$ cat config.mk
export PLATFORM = sky130hd
export DESIGN_NAME = tlv_attribute_policy_parser_top_flat
export DESIGN_NICKNAME = d
export VERILOG_FILES = /design/src/rtl/core/tlvp_pkg.sv /design/src/rtl/core/tlvp_in_if.sv /design/src/rtl/core/tlvp_out_if.sv /design/src/rtl/core/tlvp_cfg_if.sv /design/src/rtl/core/tlvp_result_fifo.sv /design/src/rtl/core/tlv_attribute_policy_parser_top.sv /design/src/flat_wrapper.sv
export SDC_FILE = /design/constraint.sdc
export NUM_CORES = 2
export LEC_CHECK = 0
export BUFFER_PORTS_ARGS = -buffer_cell sky130_fd_sc_hd__buf_2
export CORE_MARGIN = 1.5
export CORE_UTILIZATION = 40
export DETAILED_ROUTE_END_ITERATION = 8
export PLACE_DENSITY = 0.57
export SYNTH_ARGS = -nofsm -noshare
export SYNTH_HDL_FRONTEND = slang
export SYNTH_SLANG_ARGS = --single-unit
$ cat constraint.sdc
create_clock -name i_clk -period 10.8 [get_ports i_clk]
set_input_delay 1.08 -clock i_clk [delete_from_list [all_inputs] [get_ports i_clk]]
set_output_delay 1.08 -clock i_clk [all_outputs]
set_load 0.01 [all_outputs]
$ cat src/rtl/core/tlvp_pkg.sv
`timescale 1ns / 1ps

package tlvp_pkg;

    // Field widths of the request and result items
    localparam int CMD_W      = 2;
    localparam int LEN_W      = 16;
    localparam int BYTE_W     = 8;
    localparam int EIDX_W     = 4;
    localparam int KIND_W     = 5;
    localparam int TYPE_W     = 14;
    localparam int STATUS_W   = 3;
    localparam int MAXTYPE_W  = 4;

    // Configuration port
    localparam int CFG_IDX_W  = 4;
    localparam int CFG_DATA_W = 4;
    localparam logic [CFG_IDX_W-1:0] CFG_MAX_TYPE  = 4'd0;
    localparam logic [CFG_IDX_W-1:0] CFG_POLICY_ON = 4'd1;

    // Policy kinds
    localparam logic [KIND_W-1:0] KIND_LIMIT  = 5'd15;
    localparam logic [KIND_W-1:0] KIND_STRING = 5'd5;

    // Header size in bytes
    localparam logic [LEN_W-1:0] HDR_BYTES = 16'd4;

    // Result queue
    localparam int RES_DEPTH = 4;
    localparam int RES_PTR_W = $clog2(RES_DEPTH);
    localparam int RES_CNT_W = RES_PTR_W + 1;

    typedef enum logic [1:0] {
        CMD_BEGIN  = 2'd0,
        CMD_BYTE   = 2'd1,
        CMD_POLICY = 2'd2,
        CMD_NOP    = 2'd3
    } t_cmd;

    typedef enum logic [1:0] {
        PH_IDLE    = 2'd0,
        PH_HEADER  = 2'd1,
        PH_PAYLOAD = 2'd2,
        PH_PAD     = 2'd3
    } t_phase;

    typedef enum logic [STATUS_W-1:0] {
        ST_OK        = 3'd0,
        ST_BAD_KIND  = 3'd1,
        ST_TOO_SHORT = 3'd2,
        ST_TOO_LONG  = 3'd3,
        ST_UNTERM    = 3'd4
    } t_status;

    typedef enum logic {
        RES_REPORT  = 1'b0,
        RES_SUMMARY = 1'b1
    } t_res_kind;

    typedef struct packed {
        logic [CMD_W-1:0]  command;
        logic [LEN_W-1:0]  stream_length;
        logic [BYTE_W-1:0] data_byte;
        logic [EIDX_W-1:0] entry_index;
        logic [KIND_W-1:0] entry_kind;
        logic [LEN_W-1:0]  entry_min_len;
        logic [LEN_W-1:0]  entry_max_len;
    } t_in_item;

    typedef struct packed {
        logic                kind;
        logic [TYPE_W-1:0]   attr_type;
        logic [LEN_W-1:0]    attr_offset;
        logic [LEN_W-1:0]    payload_length;
        logic                duplicate;
        logic                ignored;
        logic [STATUS_W-1:0] status;
        logic [LEN_W-1:0]    leftover;
        logic                last;
    } t_result;

    typedef struct packed {
        logic [KIND_W-1:0] kind;
        logic [LEN_W-1:0]  min_len;
        logic [LEN_W-1:0]  max_len;
    } t_policy;

    // Default minimum payload per kind when the entry gives none
    function automatic logic [3:0] f_default_min(input logic [3:0] kind);
        logic [3:0] v;
        case (kind)
            4'd1:    v = 4'd1;
            4'd2:    v = 4'd2;
            4'd3:    v = 4'd4;
            4'd4:    v = 4'd8;
            4'd5:    v = 4'd1;
            default: v = 4'd0;
        endcase
        return v;
    endfunction

    function automatic t_result f_report(input logic [TYPE_W-1:0] attr_type,
                                         input logic [LEN_W-1:0]  offset,
                                         input logic [LEN_W-1:0]  plen,
                                         input logic              dup,
                                         input logic              ign,
                                         input logic              last);
        t_result r;
        r                = '0;
        r.kind           = RES_REPORT;
        r.attr_type      = attr_type;
        r.attr_offset    = offset;
        r.payload_length = plen;
        r.duplicate      = dup;
        r.ignored        = ign;
        r.last           = last;
        return r;
    endfunction

    function automatic t_result f_summary(input t_status          st,
                                          input logic [LEN_W-1:0] left,
                                          input logic             last);
        t_result r;
        r          = '0;
        r.kind     = RES_SUMMARY;
        r.status   = st;
        r.leftover = left;
        r.last     = last;
        return r;
    endfunction

endpackage

$ cat src/rtl/core/tlvp_in_if.sv
`timescale 1ns / 1ps

// Request channel: one command item per transfer
interface tlvp_in_if;
    logic                valid;
    logic                ready;
    tlvp_pkg::t_in_item  data;

    modport source (output valid, output data, input ready);
    modport sink   (input valid, input data, output ready);
endinterface

$ cat src/rtl/core/tlvp_out_if.sv
`timescale 1ns / 1ps

// Result channel: one report or summary per transfer
interface tlvp_out_if;
    logic               valid;
    logic               ready;
    tlvp_pkg::t_result  data;

    modport source (output valid, output data, input ready);
    modport sink   (input valid, input data, output ready);
endinterface

$ cat src/rtl/core/tlvp_cfg_if.sv
`timescale 1ns / 1ps

// Register write channel
interface tlvp_cfg_if;
    logic                                valid;
    logic                                ready;
    logic [tlvp_pkg::CFG_IDX_W-1:0]      index;
    logic [tlvp_pkg::CFG_DATA_W-1:0]     wdata;

    modport source (output valid, output index, output wdata, input ready);
    modport sink   (input valid, input index, input wdata, output ready);
endinterface

$ cat src/rtl/core/tlvp_result_fifo.sv
`timescale 1ns / 1ps

// Small result queue: takes up to two results a cycle, hands out one
module tlvp_result_fifo (
    input  logic              i_clk,
    input  logic              i_rst_n,
    input  logic              i_push0,
    input  logic              i_push1,
    input  tlvp_pkg::t_result i_data0,
    input  tlvp_pkg::t_result i_data1,
    output logic              o_space_ok,
    output logic              o_valid,
    output tlvp_pkg::t_result o_data,
    input  logic              i_ready
);
    import tlvp_pkg::*;

    t_result                r_mem [RES_DEPTH];
    logic [RES_PTR_W-1:0]   r_wr_ptr;
    logic [RES_PTR_W-1:0]   r_rd_ptr;
    logic [RES_CNT_W-1:0]   r_count;
    logic [RES_PTR_W-1:0]   wr_ptr1;
    logic                   pop;
    logic [RES_CNT_W-1:0]   push_cnt;

    assign wr_ptr1    = r_wr_ptr + RES_PTR_W'(1);
    assign pop        = o_valid && i_ready;
    assign push_cnt   = RES_CNT_W'(i_push0) + RES_CNT_W'(i_push1);
    assign o_valid    = (r_count != '0);
    assign o_data     = r_mem[r_rd_ptr];
    // room for the worst case of two results from the next request
    assign o_space_ok = (r_count <= RES_CNT_W'(RES_DEPTH - 2));

    // pointers and fill count
    always_ff @(posedge i_clk) begin
        if (!i_rst_n) begin
            r_wr_ptr <= '0;
            r_rd_ptr <= '0;
            r_count  <= '0;
        end else begin
            r_wr_ptr <= r_wr_ptr + RES_PTR_W'(push_cnt);
            if (pop) begin
                r_rd_ptr <= r_rd_ptr + RES_PTR_W'(1);
            end
            r_count <= r_count + push_cnt - RES_CNT_W'(pop);
        end
    end

    // storage
    always_ff @(posedge i_clk) begin
        if (i_push0) begin
            r_mem[r_wr_ptr] <= i_data0;
        end
        if (i_push1) begin
            r_mem[wr_ptr1] <= i_data1;
        end
    end

endmodule

$ cat src/rtl/core/tlv_attribute_policy_parser_top.sv
`timescale 1ns / 1ps

// TLV attribute walker with per-type policy checks.
//
// i_in carries command requests: begin (stream length), stream byte, or a
// policy entry write. Every request is handled in the cycle it is accepted,
// so one request per cycle is taken while the result path keeps up.
// o_out carries results: one report per parsed attribute and one summary at
// the end of each walk; a request gives at most two, the last one flagged.
// Results are registered into the result queue and appear on o_out from its head.
// The rate is set by the four-entry result queue: i_in.ready drops while
// fewer than two entries are free, so a stalled receiver backs up into i_in
// once three results are waiting; no result is lost.
// i_cfg writes max_type (index 0) and policy_on (index 1); it is always
// ready and should be written only while the block is idle.
// Reset (synchronous, active low) leaves the walker idle, clears the seen
// set, zeroes the policy table (no checks), sets max_type to 15 and
// policy_on to 0, and empties the result queue.
module tlv_attribute_policy_parser_top #(
    parameter int TYPE_ENTRIES = 16,
    parameter int LENGTH_BITS  = 16
) (
    input  logic        i_clk,
    input  logic        i_rst_n,
    tlvp_in_if.sink     i_in,
    tlvp_out_if.source  o_out,
    tlvp_cfg_if.sink    i_cfg
);
    import tlvp_pkg::*;

    localparam int IDX_W = $clog2(TYPE_ENTRIES);
    localparam int LB    = LENGTH_BITS;

    // configuration
    logic [MAXTYPE_W-1:0] r_max_type;
    logic                 r_policy_on;

    // walker state
    t_phase               r_phase, n_phase;
    logic [23:0]          r_hdr_shift, n_hdr_shift;
    logic [1:0]           r_hdr_cnt, n_hdr_cnt;
    logic [LB-1:0]        r_rem, n_rem;
    logic [LB-1:0]        r_rem_after, n_rem_after;
    logic [LB-1:0]        r_pos, n_pos;
    logic [LB-1:0]        r_offset, n_offset;
    logic [LEN_W-1:0]     r_payload_left, n_payload_left;
    logic [1:0]           r_pad_left, n_pad_left;
    logic [TYPE_W-1:0]    r_type, n_type;
    logic [LEN_W-1:0]     r_plen, n_plen;
    logic                 r_ignored, n_ignored;
    logic                 r_check_str, n_check_str;
    logic [TYPE_ENTRIES-1:0] r_seen, n_seen;
    t_policy              r_policy [TYPE_ENTRIES];

    logic                 accept;
    logic                 space_ok;
    logic [BYTE_W-1:0]    b;

    // header decode, valid when the fourth header byte arrives
    logic [LEN_W-1:0]     h_len;
    logic [TYPE_W-1:0]    h_type;
    logic                 h_ign;
    logic [IDX_W-1:0]     h_idx;
    t_policy              h_pol;
    logic [LEN_W-1:0]     h_plen;
    logic [LEN_W-1:0]     h_min;
    logic                 h_bad;
    logic [LEN_W-1:0]     h_avail;
    logic [1:0]           h_pad_full;
    logic [1:0]           h_pad_left;
    logic [LB-1:0]        h_rem_after;
    logic                 h_check;
    t_status              h_stat;
    logic                 h_chk_str;

    // attribute completion sources
    logic [TYPE_W-1:0]    c_type;
    logic                 c_ign;
    logic [IDX_W-1:0]     c_idx;
    logic [LEN_W-1:0]     c_plen;
    logic [1:0]           c_pad;
    logic [LB-1:0]        c_rem_after;
    logic                 c_chk_str;

    // result build
    logic                 do_complete;
    logic                 rep_v;
    logic                 rep_dup;
    logic                 sum_v;
    t_status              sum_st;
    logic [LB-1:0]        sum_left;
    logic                 push0, push1;
    t_result              res0, res1;
    t_result              q_data;
    logic                 q_valid;

    assign accept       = i_in.valid && i_in.ready;
    assign i_in.ready   = space_ok;
    assign i_cfg.ready  = 1'b1;
    assign b            = i_in.data.data_byte;

    // header fields: length is bytes 0..1, type is byte 2 and this byte
    always_comb begin
        h_len      = r_hdr_shift[15:0];
        h_type     = TYPE_W'({b, r_hdr_shift[23:16]});
        h_ign      = (h_type > TYPE_W'(r_max_type)) || (32'(h_type) >= TYPE_ENTRIES);
        h_idx      = IDX_W'(h_type);
        h_pol      = r_policy[h_idx];
        h_plen     = h_len - HDR_BYTES;
        h_min      = (h_pol.min_len != '0) ? h_pol.min_len
                                           : LEN_W'(f_default_min(h_pol.kind[3:0]));
        h_bad      = (h_len < HDR_BYTES) || (h_len > LEN_W'(r_rem));
        h_avail    = LEN_W'(r_rem) - h_len;
        h_pad_full = 2'd0 - h_len[1:0];
        h_pad_left = (LEN_W'(h_pad_full) < h_avail) ? h_pad_full : h_avail[1:0];
        h_rem_after = LB'(h_avail - LEN_W'(h_pad_left));
        h_check    = r_policy_on && !h_ign;
        if (!h_check) begin
            h_stat = ST_OK;
        end else if (h_pol.kind > KIND_LIMIT) begin
            h_stat = ST_BAD_KIND;
        end else if (h_plen < h_min) begin
            h_stat = ST_TOO_SHORT;
        end else if ((h_pol.max_len != '0) && (h_plen > h_pol.max_len)) begin
            h_stat = ST_TOO_LONG;
        end else begin
            h_stat = ST_OK;
        end
        h_chk_str  = h_check && (h_pol.kind == KIND_STRING);
    end

    // completion source: straight from the header when the payload is empty
    always_comb begin
        if (r_phase == PH_HEADER) begin
            c_type      = h_type;
            c_ign       = h_ign;
            c_plen      = h_plen;
            c_pad       = h_pad_left;
            c_rem_after = h_rem_after;
            c_chk_str   = h_chk_str;
        end else begin
            c_type      = r_type;
            c_ign       = r_ignored;
            c_plen      = r_plen;
            c_pad       = r_pad_left;
            c_rem_after = r_rem_after;
            c_chk_str   = r_check_str;
        end
        c_idx = IDX_W'(c_type);
    end

    // walker next state and results
    always_comb begin
        n_phase        = r_phase;
        n_hdr_shift    = r_hdr_shift;
        n_hdr_cnt      = r_hdr_cnt;
        n_rem          = r_rem;
        n_rem_after    = r_rem_after;
        n_pos          = r_pos;
        n_offset       = r_offset;
        n_payload_left = r_payload_left;
        n_pad_left     = r_pad_left;
        n_type         = r_type;
        n_plen         = r_plen;
        n_ignored      = r_ignored;
        n_check_str    = r_check_str;
        n_seen         = r_seen;
        do_complete    = 1'b0;
        rep_v          = 1'b0;
        rep_dup        = 1'b0;
        sum_v          = 1'b0;
        sum_st         = ST_OK;
        sum_left       = r_rem;

        if (accept) begin
            case (i_in.data.command)
                CMD_BEGIN: begin
                    n_rem       = LB'(i_in.data.stream_length);
                    n_pos       = '0;
                    n_seen      = '0;
                    n_hdr_cnt   = '0;
                    n_hdr_shift = '0;
                    if (n_rem < LB'(4)) begin
                        sum_v    = 1'b1;
                        sum_left = n_rem;
                        n_phase  = PH_IDLE;
                    end else begin
                        n_phase  = PH_HEADER;
                    end
                end
                CMD_BYTE: begin
                    case (r_phase)
                        PH_HEADER: begin
                            n_pos     = r_pos + LB'(1);
                            n_hdr_cnt = r_hdr_cnt + 2'd1;
                            case (r_hdr_cnt)
                                2'd0: begin
                                    n_offset          = r_pos;
                                    n_hdr_shift[7:0]  = b;
                                end
                                2'd1: n_hdr_shift[15:8]  = b;
                                2'd2: n_hdr_shift[23:16] = b;
                                default: begin
                                    // header complete
                                    if (h_bad) begin
                                        sum_v   = 1'b1;
                                        n_phase = PH_IDLE;
                                    end else if (h_stat != ST_OK) begin
                                        sum_v   = 1'b1;
                                        sum_st  = h_stat;
                                        n_phase = PH_IDLE;
                                    end else begin
                                        n_type         = h_type;
                                        n_plen         = h_plen;
                                        n_ignored      = h_ign;
                                        n_check_str    = h_chk_str;
                                        n_pad_left     = h_pad_left;
                                        n_rem_after    = h_rem_after;
                                        n_payload_left = h_plen;
                                        if (h_plen == '0) begin
                                            do_complete = 1'b1;
                                        end else begin
                                            n_phase = PH_PAYLOAD;
                                        end
                                    end
                                end
                            endcase
                        end
                        PH_PAYLOAD: begin
                            n_pos = r_pos + LB'(1);
                            if (r_payload_left != '0) begin
                                n_payload_left = r_payload_left - LEN_W'(1);
                            end
                            if (n_payload_left == '0) begin
                                do_complete = 1'b1;
                            end
                        end
                        PH_PAD: begin
                            n_pos = r_pos + LB'(1);
                            if (r_pad_left != '0) begin
                                n_pad_left = r_pad_left - 2'd1;
                            end
                            if (n_pad_left == '0) begin
                                n_rem = r_rem_after;
                                if (r_rem_after < LB'(4)) begin
                                    sum_v    = 1'b1;
                                    sum_left = r_rem_after;
                                    n_phase  = PH_IDLE;
                                end else begin
                                    n_phase  = PH_HEADER;
                                end
                            end
                        end
                        default: ;
                    endcase
                end
                default: ;
            endcase

            // attribute complete: string check, report, maybe end of walk
            if (do_complete) begin
                if (c_chk_str && (b != '0)) begin
                    sum_v   = 1'b1;
                    sum_st  = ST_UNTERM;
                    n_phase = PH_IDLE;
                end else begin
                    rep_v = 1'b1;
                    if (!c_ign) begin
                        rep_dup       = r_seen[c_idx];
                        n_seen[c_idx] = 1'b1;
                    end
                    if (c_pad == '0) begin
                        n_rem = c_rem_after;
                        if (c_rem_after < LB'(4)) begin
                            sum_v    = 1'b1;
                            sum_left = c_rem_after;
                            n_phase  = PH_IDLE;
                        end else begin
                            n_phase  = PH_HEADER;
                        end
                    end else begin
                        n_phase = PH_PAD;
                    end
                end
            end
        end
    end

    // result ordering: report first, summary last
    always_comb begin
        push0 = 1'b0;
        push1 = 1'b0;
        res0  = f_summary(sum_st, LEN_W'(sum_left), 1'b1);
        res1  = f_summary(sum_st, LEN_W'(sum_left), 1'b1);
        if (rep_v) begin
            push0 = 1'b1;
            push1 = sum_v;
            res0  = f_report(c_type, LEN_W'(r_offset), c_plen, rep_dup, c_ign, !sum_v);
        end else if (sum_v) begin
            push0 = 1'b1;
        end
    end

    // control registers
    always_ff @(posedge i_clk) begin
        if (!i_rst_n) begin
            r_phase   <= PH_IDLE;
            r_hdr_cnt <= '0;
            r_seen    <= '0;
        end else begin
            r_phase   <= n_phase;
            r_hdr_cnt <= n_hdr_cnt;
            r_seen    <= n_seen;
        end
    end

    // walk data registers
    always_ff @(posedge i_clk) begin
        r_hdr_shift    <= n_hdr_shift;
        r_rem          <= n_rem;
        r_rem_after    <= n_rem_after;
        r_pos          <= n_pos;
        r_offset       <= n_offset;
        r_payload_left <= n_payload_left;
        r_pad_left     <= n_pad_left;
        r_type         <= n_type;
        r_plen         <= n_plen;
        r_ignored      <= n_ignored;
        r_check_str    <= n_check_str;
    end

    // policy table
    always_ff @(posedge i_clk) begin
        if (!i_rst_n) begin
            for (int i = 0; i < TYPE_ENTRIES; i++) begin
                r_policy[i] <= '0;
            end
        end else if (accept && (i_in.data.command == CMD_POLICY)
                     && (32'(i_in.data.entry_index) < TYPE_ENTRIES)) begin
            r_policy[IDX_W'(i_in.data.entry_index)] <= '{
                kind:    i_in.data.entry_kind,
                min_len: i_in.data.entry_min_len,
                max_len: i_in.data.entry_max_len
            };
        end
    end

    // configuration registers
    always_ff @(posedge i_clk) begin
        if (!i_rst_n) begin
            r_max_type  <= 4'd15;
            r_policy_on <= 1'b0;
        end else if (i_cfg.valid && i_cfg.ready) begin
            case (i_cfg.index)
                CFG_MAX_TYPE:  r_max_type  <= MAXTYPE_W'(i_cfg.wdata);
                CFG_POLICY_ON: r_policy_on <= i_cfg.wdata[0];
                default: ;
            endcase
        end
    end

    tlvp_result_fifo u_result_fifo (
        .i_clk      (i_clk),
        .i_rst_n    (i_rst_n),
        .i_push0    (push0),
        .i_push1    (push1),
        .i_data0    (res0),
        .i_data1    (res1),
        .o_space_ok (space_ok),
        .o_valid    (q_valid),
        .o_data     (q_data),
        .i_ready    (o_out.ready)
    );

    assign o_out.valid = q_valid;
    assign o_out.data  = q_data;

endmodule

$ cat src/flat_wrapper.sv
// flat-port wrapper written by rule: the top's interface ports become plain ports
module tlv_attribute_policy_parser_top_flat import tlvp_pkg::*;
#(
    parameter int TYPE_ENTRIES = 16,
    parameter int LENGTH_BITS  = 16
)
  (i_clk, i_rst_n, i_in_valid, i_in_data, i_in_ready, o_out_valid, o_out_data, o_out_ready, i_cfg_valid, i_cfg_index, i_cfg_wdata, i_cfg_ready);
  tlvp_in_if i_in_i ();
  tlvp_out_if o_out_i ();
  tlvp_cfg_if i_cfg_i ();
  input  logic i_clk;
  input  logic i_rst_n;
  input wire logic [$bits(i_in_i.valid)-1:0] i_in_valid;
  input wire logic [$bits(i_in_i.data)-1:0] i_in_data;
  output wire logic [$bits(i_in_i.ready)-1:0] i_in_ready;
  output wire logic [$bits(o_out_i.valid)-1:0] o_out_valid;
  output wire logic [$bits(o_out_i.data)-1:0] o_out_data;
  input wire logic [$bits(o_out_i.ready)-1:0] o_out_ready;
  input wire logic [$bits(i_cfg_i.valid)-1:0] i_cfg_valid;
  input wire logic [$bits(i_cfg_i.index)-1:0] i_cfg_index;
  input wire logic [$bits(i_cfg_i.wdata)-1:0] i_cfg_wdata;
  output wire logic [$bits(i_cfg_i.ready)-1:0] i_cfg_ready;
  assign i_in_i.valid = i_in_valid;
  assign i_in_i.data = i_in_data;
  assign i_in_ready = i_in_i.ready;
  assign o_out_valid = o_out_i.valid;
  assign o_out_data = o_out_i.data;
  assign o_out_i.ready = o_out_ready;
  assign i_cfg_i.valid = i_cfg_valid;
  assign i_cfg_i.index = i_cfg_index;
  assign i_cfg_i.wdata = i_cfg_wdata;
  assign i_cfg_ready = i_cfg_i.ready;
  tlv_attribute_policy_parser_top #(.TYPE_ENTRIES(TYPE_ENTRIES), .LENGTH_BITS(LENGTH_BITS)) u_core (.i_clk(i_clk), .i_rst_n(i_rst_n), .i_in(i_in_i), .o_out(o_out_i), .i_cfg(i_cfg_i));
endmodule
Yosys cells after proc, flatten, opt, wreduce, memory -nomap -nowiden. Memory sizes are Yosys's and may differ from the RTL's. A register that Yosys moved wholly into a read port is not among the register bits. Cells that the tools add are included.

Add/subtract/negate cells: 14. $lt $le $gt $ge: 14. Equal/unequal tests: 26. Muxes and demuxes: 130. Bitwise logic cells: 4. Reductions and logical operators: 46.

Operator list (number): $mux W16 (30); $pmux W16 S2 (4); $mux W69 (1); $lt A16 B3 Y1 const B (4); $pmux W24 S2 (1); $reduce_bool A16 Y1 (3); $mux W1 (44); $mux W2 (21); $mux W37 (1); $reduce_or A37 Y1 (1); $mux W3 (11); $gt A16 B16 Y1 (2); $logic_not A16 Y1 (2); $mux W24 (1); $mux W8 (3); $reduce_and A6 Y1 (4); $add A16 B1 Y16 const B (1); $lt A16 B16 Y1 (1); $lt A2 B16 Y1 (1); $or A16 B16 Y16 (1); $pmux W2 S2 (4); $pmux W4 S4 (1); $reduce_and A4 Y1 (4); $sub A16 B1 Y16 const B (1); other kinds (46) (87).

Register bits after elaboration: 170. RAM bits: 868. Word-level logic and storage cells: 257. Memories: 2.

Memories: u_core.r_policy (depth 16, width 37, read ports 1, clocked after Yosys merged registers in 1, write ports 16, RTL line tlv_attribute_policy_parser_top.sv:53) `t_policy r_policy [TYPE_ENTRIES];`; u_core.u_result_fifo.r_mem (depth 4, width 69, read ports 1, clocked after Yosys merged registers in 1, write ports 2, RTL line tlvp_result_fifo.sv:18) `t_result r_mem [RES_DEPTH];`.

Logic depth before layout (Yosys ltp).
Depth in word-level cells: 24. Depth in mapped cells: 35.

Cells and area by module. A second synthesis with hierarchy kept.

Cells, all modules: 3619. Area total of the unflattened synthesis: 51888.5 µm².

Modules (own cells, without submodules): tlv_attribute_policy_parser_top (instances 1, cells each 2902, area an instance 38185.4 µm², seq. area each 22501.6 µm²); tlvp_result_fifo (instances 1, cells each 717, area an instance 13703.1 µm², seq. area each 8468.1 µm²).

Worst setup path before layout. No wires, ideal clock.

Path type: register to register. Start point: register u_core.r_rem[6]. End point: memory u_core.u_result_fifo.r_mem[0][10] (netlist bit), enable pin. Library setup time: 375 ps. Data arrival time: 7425 ps. Required time: 10425 ps. Slack: 3001 ps. Stages on the path, launching flop included: 29. Buffers on the path: 3. Period minus slack after synthesis: 7799 ps. Cells stage by stage: edfxtp_1 > ha_1 > or3_1 > o31ai_2 > mux2i_1 > o211ai_1 > nor4_1 > nand4_1 > o21ai_0 > ha_1 > inv_1 > fa_1 > or2_2 > nor3_1 > nand4_1 > o211a_1 > a221oi_1 > o21ai_0 > nor4b_2 > a21boi_0 > o22ai_1 > nand2_1 > ha_1 > or3_1 > clkbuf_1 > and2_1 > clkbuf_1 > clkbuf_1 > inv_1.

RTL lines: start: declaration (RTL line tlv_attribute_policy_parser_top.sv:42) `logic [LB-1:0] r_rem, n_rem;`; start signal: assignment (RTL line tlv_attribute_policy_parser_top.sv:320) `r_rem <= n_rem;`; end: declaration (RTL line tlvp_result_fifo.sv:18).

==> results.md <==
- FF-to-FF path depth: 29
- Synth Area in Simple Gates: between 15 and 20%
- Crit path capture type: register
- Cell area after placement: between 50,000 and 60,000 um^2
- Setup violations, final: 0
- Crit path DAT: a little over 9 ns
- FF-to-FF Start: u_core.r_hdr_shift[2]$_SDFFCE_PN0P_
- Post-synthesis adder-cell area fraction: 2.06%
- Share of layout cells above drive strength 1: 18.4%
- Fmax: 114 MHz
- Antenna violations before repair: 12
- Routability-driven placement congestion ratio: 0.852
- HP Class: reg -> reg
- Share of flip-flops with an asynchronous set or reset: 0%
- R2R Setup Slk: ~2 ns
- GRT overflow: 0
- Crit Path Max Fanout: 20
- Post-layout nets: 3,908
- Number of synthesized flops with an enable pin: between 800 and 900
- Status: complete, no violations
- Postcts setup bufs: 0
- Fraction of synthesized area in multiplexers: between 10% and 20%
- Vias per cell: about 5.5
- Max Slew Vio Count: 0
- Power per cell area: roughly 180 nW/um^2
- Total Wirelength: between 100 and 150 mm
- Most frequent cells in the layout: edfxtp_1, and2_1, nand2_1
- Setup crit end: u_core.u_result_fifo.r_mem[0][14]$_DFFE_PP_
- I/O Pins: roughly 150
- Clock transition at path regs: 0.06 ns
- Number of max-cap violations: 0
- Critical path origin: u_core.r_hdr_shift[2]$_SDFFCE_PN0P_
- Register area share after synthesis: around three fifths
- Design Area, Final: about 55,000 um^2
- Setup crit start kind: register
- Worst EP required: 11.12 ns
- CTS tree: yes
- Worst Skew: roughly 0.075 ns
- Post-CTS Hold Buffers: 0
- Syn Inst Count: around 3,700
- Gr busiest metal: met2
- Vias in the first global route: 29,800
- DRC errors left: 0
- Synthesis-stage register bit count: about 1,000
- Sum Neg Setup Slack: 0 ns
- Initial Util: roughly 40%
- Remaining antenna violation count: 0
- Port buffer count: 150
- Hpwl dp: roughly 81 mm
- Syn Area/Cell: roughly 13 um^2
- Initial DRC count: roughly 2,700
- Fin crit period: 8.78 ns
- Post-synthesis compound-gate area fraction: 7.58%
- GRT Total Usage: approximately 22%
- Core ar.: between 100,000 and 150,000 um^2
- Root buf cell: clkbuf_16
- Post-synthesis cell area: ~48,000 um^2
- Core Rows: 127
- Final Hold Fails: 0
- Clock Path Buffers: 3
- Die Span X: around 350 um
- Routed WL per cell: ~25 um
- Yosys warns: 0
- RSZ-0062 raised after global routing: false
- Worst vdd ir: approximately 0.00023 V
- Worst-Margin Slew: between 1 and 1.5 ns
- Met1 usage: 29.3%
- Die Height: 351 um
- Pin count of the biggest net entering global routing: slightly below 80
- Largest family of logic cells by synthesized area: simple AND/OR/NAND/NOR gates
- RR Endpoint: u_core.u_result_fifo.r_mem[0][14]$_DFFE_PP_
- Area grow syn2layout: 13.0%
- Slowest CP cell: inv_1
- First-pass GRT wire length: ~200 mm
- Routing usage on met2: between 30% and 40%
- Final period util: about four fifths
- Post-CTS Resized: 0
- WS Path Type: reg -> reg
- Distinct cell type count after synthesis: 83
- Min-Delay Path Depth: 2
- Later-pin clock latency in the skew report: roughly 0.76 ns
- Lkg Pwr: between 15 and 20 nW
- Commonest non-fill, non-tap cell in the layout: edfxtp_1
- Number of clock sinks: around 1,000
- Slowest Stage Delay on Critical Path: around 0.65 ns
- Via count: 30,000
- Ys flop type: edfxtp_1
- Synth Area in XOR/XNOR: approximately 1.1%
- Worst relative slew slack: between 20 and 30%
- Inserted Clock Buffers: between 100 and 150
- Met3 Track Usage GR: under 10%
- H-tree level count: 3
- Die area: roughly 120,000 um^2
- Mapped Nets: between 3,000 and 4,000
- DRT Pass-1 Iters: 6
[area by class of cell]
cell class | instances | area [um^2]
Fill cell | 10800 | 65300
Sequential cell | 1044 | 29000
Multi-Input combinational cell | 2288 | 18400
Clock buffer | 150 | 3010
Tap cell | 1612 | 2020
Timing Repair Buffer | 232 | 1400
Clock inverter | 58 | 532
Inverter | 74 | 278
Antenna cell | 3 | 7.51
[critical path, delay by kind of cell (launching register included)]
| kind | cells | cell delay (ns) |
|---|---|---|
| fa+ha+maj | 4 | 1.22 |
| mux | 1 | 0.56 |
| compound gates | 10 | 2.34 |
| flops | 1 | 0.47 |
| buf+inv | 5 | 1.41 |
| simple gates | 9 | 2.39 |
[power by group]
| group | switching (mW) | internal [mW] | leakage, nW |
|---|---|---|---|
| registers | 0.120 | 4.46 | 9.99 |
| clock network | 1.66 | 2.06 | 1.73 |
| logic | 0.770 | 0.510 | 7.97 |
| total | 2.55 | 7.04 | 19.7 |
[worst min path at each step]
stage / start / endpoint / slack, ns
2_1_floorplan: u_core.u_result_fifo.r_mem[0][68]$_SDFFE_PP1P_ / u_core.u_result_fifo.r_mem[0][68]$_SDFFE_PP1P_ / 0.42
3_3_place_gp: u_core.u_result_fifo.r_mem[2][61]$_SDFFE_PP0P_ / u_core.u_result_fifo.r_mem[2][61]$_SDFFE_PP0P_ / 0.43
3_5_place_dp: u_core.r_pos[10]$_SDFFCE_PN0P_ / u_core.r_offset[10]$_DFFE_PP_ / 0.43
4_1_cts: u_core.u_result_fifo.r_mem[2][26]$_SDFFE_PP0P_ / u_core.u_result_fifo.r_mem[2][26]$_SDFFE_PP0P_ / 0.45
5_1_grt: u_core.r_pos[10]$_SDFFCE_PN0P_ / u_core.r_offset[10]$_DFFE_PP_ / 0.46
6_report: u_core.u_result_fifo.r_mem[2][34]$_SDFFE_PP0P_ / u_core.u_result_fifo.r_mem[2][34]$_SDFFE_PP0P_ / 0.45
[through the flow]
step	power [mW]	utilization [%]	hold WS [ns]	cells	setup WS [ns]
global route	9.93	45.6	0.464	5458	1.13
global placement	5.95	42.6	0.429	5250	2.21
detailed placement	5.96	42.6	0.434	5250	1.96
floorplan	5.51	-	0.418	3651	3.00
CTS	9.65	45.6	0.448	5458	1.95
finish	9.58	45.6	0.445	5461	2.02
[kinds of logic (layout without fill, tap and decap cells)]
logic type,count (synthesis),in the layout
simple gates,1329,1329
flops,1044,1044
compound gates,538,538
buf+inv,319,514
mux,283,283
fa+ha+maj,78,78
xor+xnor,59,59
other cells,1,4
[cells in the mapped netlist (24+ instances only)]
library cell    n  share of area [%]
edfxtp_1      806                 50
nor2_1        162                1.3
xnor2_1        35               0.63
nand2_1       258                2.0
nand4_1        27               0.35
o21ai_0       182                1.9
clkbuf_1      194                1.5
dfxtp_1       238                9.8
inv_1          71               0.55
mux4_2        226                 11
and2_1        661                8.5
nor3_1         48               0.50
xor2_1         24               0.43
a22o_1        121                2.2
mux2i_1        46               0.95
nand3_1        31               0.32
a21oi_1        64               0.66
ha_1           75                1.9
[routing by layer]
layer	vias up	wire, um
met5	-	80
met4	14	4150
met2	940	63900
met3	248	9130
met1	15100	58400
li1	13800	-
[sequential cells by signal (all words and copies together), names as in the netlist, 2 cells and up, named ones only]
register                       cells
u_core.u_result_fifo.r_rd_ptr      2
u_core.r_rem                      16
u_core.r_phase                     2
u_core.u_result_fifo.r_count       3
u_core.r_plen                     16
u_core.r_type                     14
u_core.r_payload_left             16
u_core.r_hdr_shift                24
u_core.r_hdr_cnt                   2
u_core.r_pad_left                  2
u_core.r_offset                   16
u_core.r_max_type                  4
u_core.r_seen                     16
u_core.u_result_fifo.r_wr_ptr      2
u_core.r_pos                      16
u_core.r_rem_after                16
u_core.r_policy                  592
u_core.u_result_fifo.r_mem       276
Power figures use the tool's default switching activity.
